$ cat config.mk
export PLATFORM = sky130hd
export DESIGN_NAME = bsts_mul
export DESIGN_NICKNAME = d
export VERILOG_FILES = /design/src/rtl/bsts_pkg.sv /design/src/rtl/bsts_mul.sv
export SDC_FILE = /design/constraint.sdc
export NUM_CORES = 2
export LEC_CHECK = 0
export ABC_CLOCK_PERIOD_IN_PS = 7000
export BUFFER_PORTS_ARGS = -buffer_cell sky130_fd_sc_hd__buf_2
export CORE_ASPECT_RATIO = 1.75
export CORE_MARGIN = 5
export CORE_UTILIZATION = 59
export DETAILED_ROUTE_END_ITERATION = 12
export GPL_ROUTABILITY_DRIVEN = 0
export PLACE_DENSITY = 0.78
export SLEW_MARGIN = 5
export SYNTH_ARGS = -nofsm -noshare
export SYNTH_HDL_FRONTEND = slang
export SYNTH_SLANG_ARGS = --single-unit
$ cat constraint.sdc
create_clock -name clk_i -period 7 [get_ports clk_i]
set_clock_uncertainty 0.05 [all_clocks]
set_input_delay 0.7 -clock clk_i [delete_from_list [all_inputs] [get_ports clk_i]]
set_output_delay 0.7 -clock clk_i [all_outputs]
set_load 0.02 [all_outputs]
$ cat src/rtl/bsts_pkg.sv
// Shared types and constants of the bicubic spherical table sampler.
package bsts_pkg;

  localparam int MAX_THETA_DEF = 64;
  localparam int MAX_PHI_DEF   = 64;

  localparam int CNT_REG_W = 7;   // count register width
  localparam int CNT_W     = 11;  // effective count, holds up to 2047
  localparam int POS_W     = 16 + CNT_W;
  localparam int MA_W      = 38;  // shared multiplier operand A
  localparam int MB_W      = 19;  // shared multiplier operand B
  localparam int MP_W      = 57;  // product
  localparam int W_W       = 17;  // Q2.14 weight
  localparam int WS_W      = 36;  // weight sum
  localparam int FS_W      = 52;  // weighted sum
  localparam int QB        = 20;  // quotient bits
  localparam int DV_W      = WS_W + QB;
  localparam int ONE_Q15   = 32768;

  typedef enum logic [0:0] {
    CFG_THETA_COUNT = 1'b0,
    CFG_PHI_COUNT   = 1'b1
  } cfg_idx_e;

  typedef enum logic [0:0] {
    OP_WRITE  = 1'b0,
    OP_SAMPLE = 1'b1
  } op_e;

  typedef struct packed {
    logic        op;
    logic [5:0]  row_index;
    logic [5:0]  column_index;
    logic [15:0] entry_value;
    logic [15:0] theta_angle;
    logic [15:0] phi_angle;
  } sample_req_t;

  typedef struct packed {
    logic [15:0] attenuation;
    logic        table_too_small;
  } sample_res_t;

endpackage

$ cat src/rtl/bsts_mul.sv
// Shared signed multiplier with registered product.
module bsts_mul import bsts_pkg::*; (
  input  logic                   clk_i,
  input  logic signed [MA_W-1:0] a_i,
  input  logic signed [MB_W-1:0] b_i,
  output logic signed [MP_W-1:0] p_o
);

  logic signed [MP_W-1:0] p_q;

  always_ff @(posedge clk_i) begin
    p_q <= MP_W'(a_i * b_i);
  end

  assign p_o = p_q;

endmodule

==> run_summary.xml <==
<?xml version="1.0" encoding="UTF-8"?>
<metrics>
  <group name="drt">
    <metric name="routed-via-count" unit="">20300</metric>
    <metric name="post_drt_wl_per_cell" unit="um">22.4</metric>
    <metric name="detail_route.iter0.violations" unit="">1501</metric>
    <metric name="via_per_instance_ratio" unit="">5.70</metric>
    <metric name="drc_markers" unit="">0</metric>
    <metric name="drt_pass1_iterations" unit="">5</metric>
    <metric name="ant_nets" unit="">0</metric>
    <metric name="wl" unit="mm">79.7</metric>
  </group>
  <group name="setup_path">
    <metric name="critPathSlowestCell" unit="">sky130_fd_sc_hd__fa_2</metric>
    <metric name="cp_data_required_time" unit="ps">7210</metric>
    <metric name="worst-endpoint-arrival" unit="ps">7060</metric>
    <metric name="type_of_the_worst_setup_path" unit="">primary input to flip-flop</metric>
    <metric name="worstSetupEndpointType" unit="">flip-flop</metric>
    <metric name="crit_path_max_incr_delay" unit="ps">700</metric>
    <metric name="critical_path_buf_inv_count" unit="">5</metric>
    <metric name="path_max_fanout" unit="">18</metric>
    <metric name="crit_top_cell" unit="">sky130_fd_sc_hd__fa_1</metric>
    <metric name="worst_setup_path_start_kind" unit="">primary input</metric>
    <metric name="worst_path_dominant_cell_family" unit="">adder cells</metric>
    <metric name="sequence_of_cells_on_the_critical_path" unit="">clkbuf_4 -&gt; buf_6 -&gt; buf_4 -&gt; nand2_1 -&gt; fa_1 -&gt; fa_1 -&gt; fa_2 -&gt; inv_1 -&gt; fa_2 -&gt; fa_1 -&gt; fa_1 -&gt; ha_1 -&gt; ha_1 -&gt; a21oi_1 -&gt; o21bai_1 -&gt; a2111oi_2 -&gt; buf_4 -&gt; nand2_1 -&gt; o21a_1 -&gt; a21oi_1 -&gt; o21bai_1 -&gt; xor2_1</metric>
  </group>
  <group name="yosys">
    <metric name="most_used_flip_flop_cell_after_synthesis" unit="">sky130_fd_sc_hd__dfxtp_1</metric>
    <metric name="synth.yosys.warnings" unit="">0</metric>
    <metric name="netlist.top_cell.by_area" unit="">sky130_fd_sc_hd__fa_1</metric>
    <metric name="netlist_instances" unit="">2767</metric>
    <metric name="compound_gate_portion_of_the_synthesized_area" unit="%">4.35</metric>
    <metric name="cell_types_with_the_largest_area_share_after_synthesis" unit="">sky130_fd_sc_hd__fa_1 54%, sky130_fd_sc_hd__inv_1 9.6%, sky130_fd_sc_hd__ha_1 7.4%</metric>
    <metric name="postSynthRegisterBits" unit="">57</metric>
    <metric name="fraction_of_synthesis_flops_using_an_asynchronous_set_or_reset_pin" unit="%">0</metric>
    <metric name="post_synth_and_or_nand_nor_area_fraction" unit="%">15.5</metric>
    <metric name="netlist.area_leader.share" unit="%">54.5</metric>
    <metric name="synth_seq_area_share" unit="%">4.49</metric>
    <metric name="mux_share_of_post_synthesis_cell_area" unit="%">0.0590</metric>
    <metric name="post_synth_fa_ha_maj_area_fraction" unit="%">61.9</metric>
    <metric name="synthesis.area" unit="um2">25400</metric>
    <metric name="yosys.cell_count.top_type" unit="">sky130_fd_sc_hd__fa_1</metric>
    <metric name="post_synthesis_xor_xnor_area_fraction" unit="%">1.86</metric>
    <metric name="dominant_combinational_cell_family_by_area_after_synthesis" unit="">adder cells</metric>
    <metric name="synthTopCellsByCount" unit="">692 x sky130_fd_sc_hd__fa_1, 650 x sky130_fd_sc_hd__inv_1, 463 x sky130_fd_sc_hd__nand2_1</metric>
    <metric name="synthesis.nets" unit="">3668</metric>
    <metric name="postSynthAreaPerCell" unit="um2">9.19</metric>
    <metric name="synth_cell_type_count" unit="">58</metric>
    <metric name="synth_edf_count" unit="">0</metric>
  </group>
  <group name="clock_network">
    <metric name="cts_tree" unit="">built</metric>
    <metric name="holdBufCountCts" unit="">0</metric>
    <metric name="clk_pin_slew_worst_paths" unit="ps">60</metric>
    <metric name="numClockSinks" unit="">57</metric>
    <metric name="cts_buffers" unit="">9</metric>
    <metric name="cts-root-buf" unit="">sky130_fd_sc_hd__clkbuf_16</metric>
    <metric name="cts_max_path_buffers" unit="">2</metric>
    <metric name="clock_tree.htree_level_count" unit="">3</metric>
  </group>
  <group name="layout">
    <metric name="drive_gt1_share" unit="%">14.3</metric>
    <metric name="largest_reg_flops" unit="">57</metric>
    <metric name="fin_cells" unit="">3561</metric>
    <metric name="register_area" unit="um2">1140</metric>
    <metric name="layout.filler_cells" unit="">3162</metric>
    <metric name="multi_input_combinational_cell_area" unit="um2">21400</metric>
    <metric name="area_delta_synth_final" unit="%">12.8</metric>
    <metric name="finish.net_count" unit="">3893</metric>
  </group>
  <group name="status">
    <metric name="status" unit="">finished, final reports clean</metric>
  </group>
  <group name="grt">
    <metric name="antenna_found_initial" unit="">4</metric>
    <metric name="first_global_vias" unit="">23600</metric>
    <metric name="grt_max_degree" unit="">30</metric>
    <metric name="track_usage" unit="%">34.3</metric>
    <metric name="overflow" unit="">0</metric>
    <metric name="grt_first_pass_wirelength" unit="mm">123</metric>
  </group>
  <group name="die">
    <metric name="initial_core_util" unit="%">59.6</metric>
    <metric name="top_level_ports" unit="">115</metric>
    <metric name="die-height" unit="um">285</metric>
    <metric name="chipWidth" unit="um">167</metric>
    <metric name="core-area" unit="um2">42700</metric>
    <metric name="die-area" unit="um2">47500</metric>
    <metric name="number_of_rows_created_at_floorplan" unit="">100</metric>
  </group>
  <group name="place">
    <metric name="dpl.hpwl" unit="mm">67.6</metric>
    <metric name="port-buffer-count" unit="">114</metric>
    <metric name="numPlacedInstances" unit="">3538</metric>
  </group>
  <group name="timing">
    <metric name="setup_viol_count_final" unit="">0</metric>
    <metric name="period_needed" unit="ps">6850</metric>
    <metric name="timing_worst_slew_pin_value" unit="ps">695</metric>
    <metric name="worst_slew_margin_rel" unit="%">53.7</metric>
    <metric name="clock.fmax" unit="MHz">146</metric>
    <metric name="fin_max_slew_vios" unit="">0</metric>
    <metric name="layout_worst_path_cycle_share" unit="%">97.8</metric>
    <metric name="fin_hold_viols" unit="">0</metric>
  </group>
  <group name="worst_hold_path">
    <metric name="min_path_type" unit="">primary input to flip-flop</metric>
  </group>
  <group name="job">
    <metric name="drv.max_cap_violation_count" unit="">0</metric>
  </group>
</metrics>
metal layers:
metal  wire length [um]  vias up  track usage, %
li1                   -     8415               -
met1              21400    10200            29.8
met2              42500     1108            61.6
met3               4530      552            6.08
met4              11200        2            36.8
met5                 13        -               0
cells in the final DEF (no fill, tap or decap), drive strengths merged, types with 2 or more instances in the layout:
master | netlist | routed
xnor2 | 32 | 32
and3 | 5 | 5
a211oi | 14 | 14
o21bai | 8 | 8
buf | 9 | 364
nor2 | 63 | 63
dfxtp | 57 | 57
a31oi | 7 | 7
and2 | 258 | 258
nor3 | 12 | 12
clkbuf | 147 | 15
diode | 0 | 3
xor2 | 22 | 22
nor3b | 2 | 2
ha | 151 | 151
o22ai | 3 | 3
inv | 650 | 654
fa | 692 | 692
o21a | 5 | 5
o31ai | 6 | 6
nand2b | 12 | 12
a21oi | 53 | 53
nand3 | 14 | 14
o21ai | 24 | 24
a21o | 23 | 23
nand4 | 6 | 6
o211ai | 5 | 5
a21boi | 3 | 3
nand2 | 464 | 464
nor2b | 2 | 2
o221ai | 2 | 2
worst paths after layout:
path,slack [ps],endpoint,depth (start not counted),start
max,150,p_o[50],22,b_i[4]
min,790,p_o[0],3,a_i[0]
kinds of logic (layout without fill, tap and decap cells):
kind of cell	after synthesis	in the layout
other cells	0	3
compound gates	164	164
fa+ha+maj	843	843
mux	1	1
xor+xnor	54	54
buf+inv	806	1036
simple gates	842	842
flops	57	57
final cells by class:
cell class / count / area share [%]
diodes: 3 / 0.0262
clock buffers: 9 / 0.785
clock inverters: 7 / 0.292
inverters: 650 / 8.51
multi-input cells: 1904 / 74.6
flip-flops and latches: 57 / 3.98
well taps: 561 / 2.45
repair buffers: 370 / 9.36
per-stage QoR:
stage	hold WS [ps]	area, um2	utilization (%)	worst slack, ps	TNS, ps
2_1_floorplan	777	25400	-	10.8	0
3_3_place_gp	1070	28200	66.0	-284	-2590
3_5_place_dp	1070	28200	66.0	-462	-5260
4_1_cts	774	28500	66.8	12.9	0
5_1_grt	805	28700	67.2	-38.4	-107
6_report	786	28700	67.2	153	0
timing repair:
action                                  in CTS  in global routing
endpoints found under the setup margin       3                 18
resized for setup                            2                 38
pin swaps                                    0                  9
setup buffers                                0                  4
gates cloned                                 0                  0
Power is left out: the tool's default activity adds up to more than one toggle a clock period on the data nets, which glitch-free logic cannot reach.
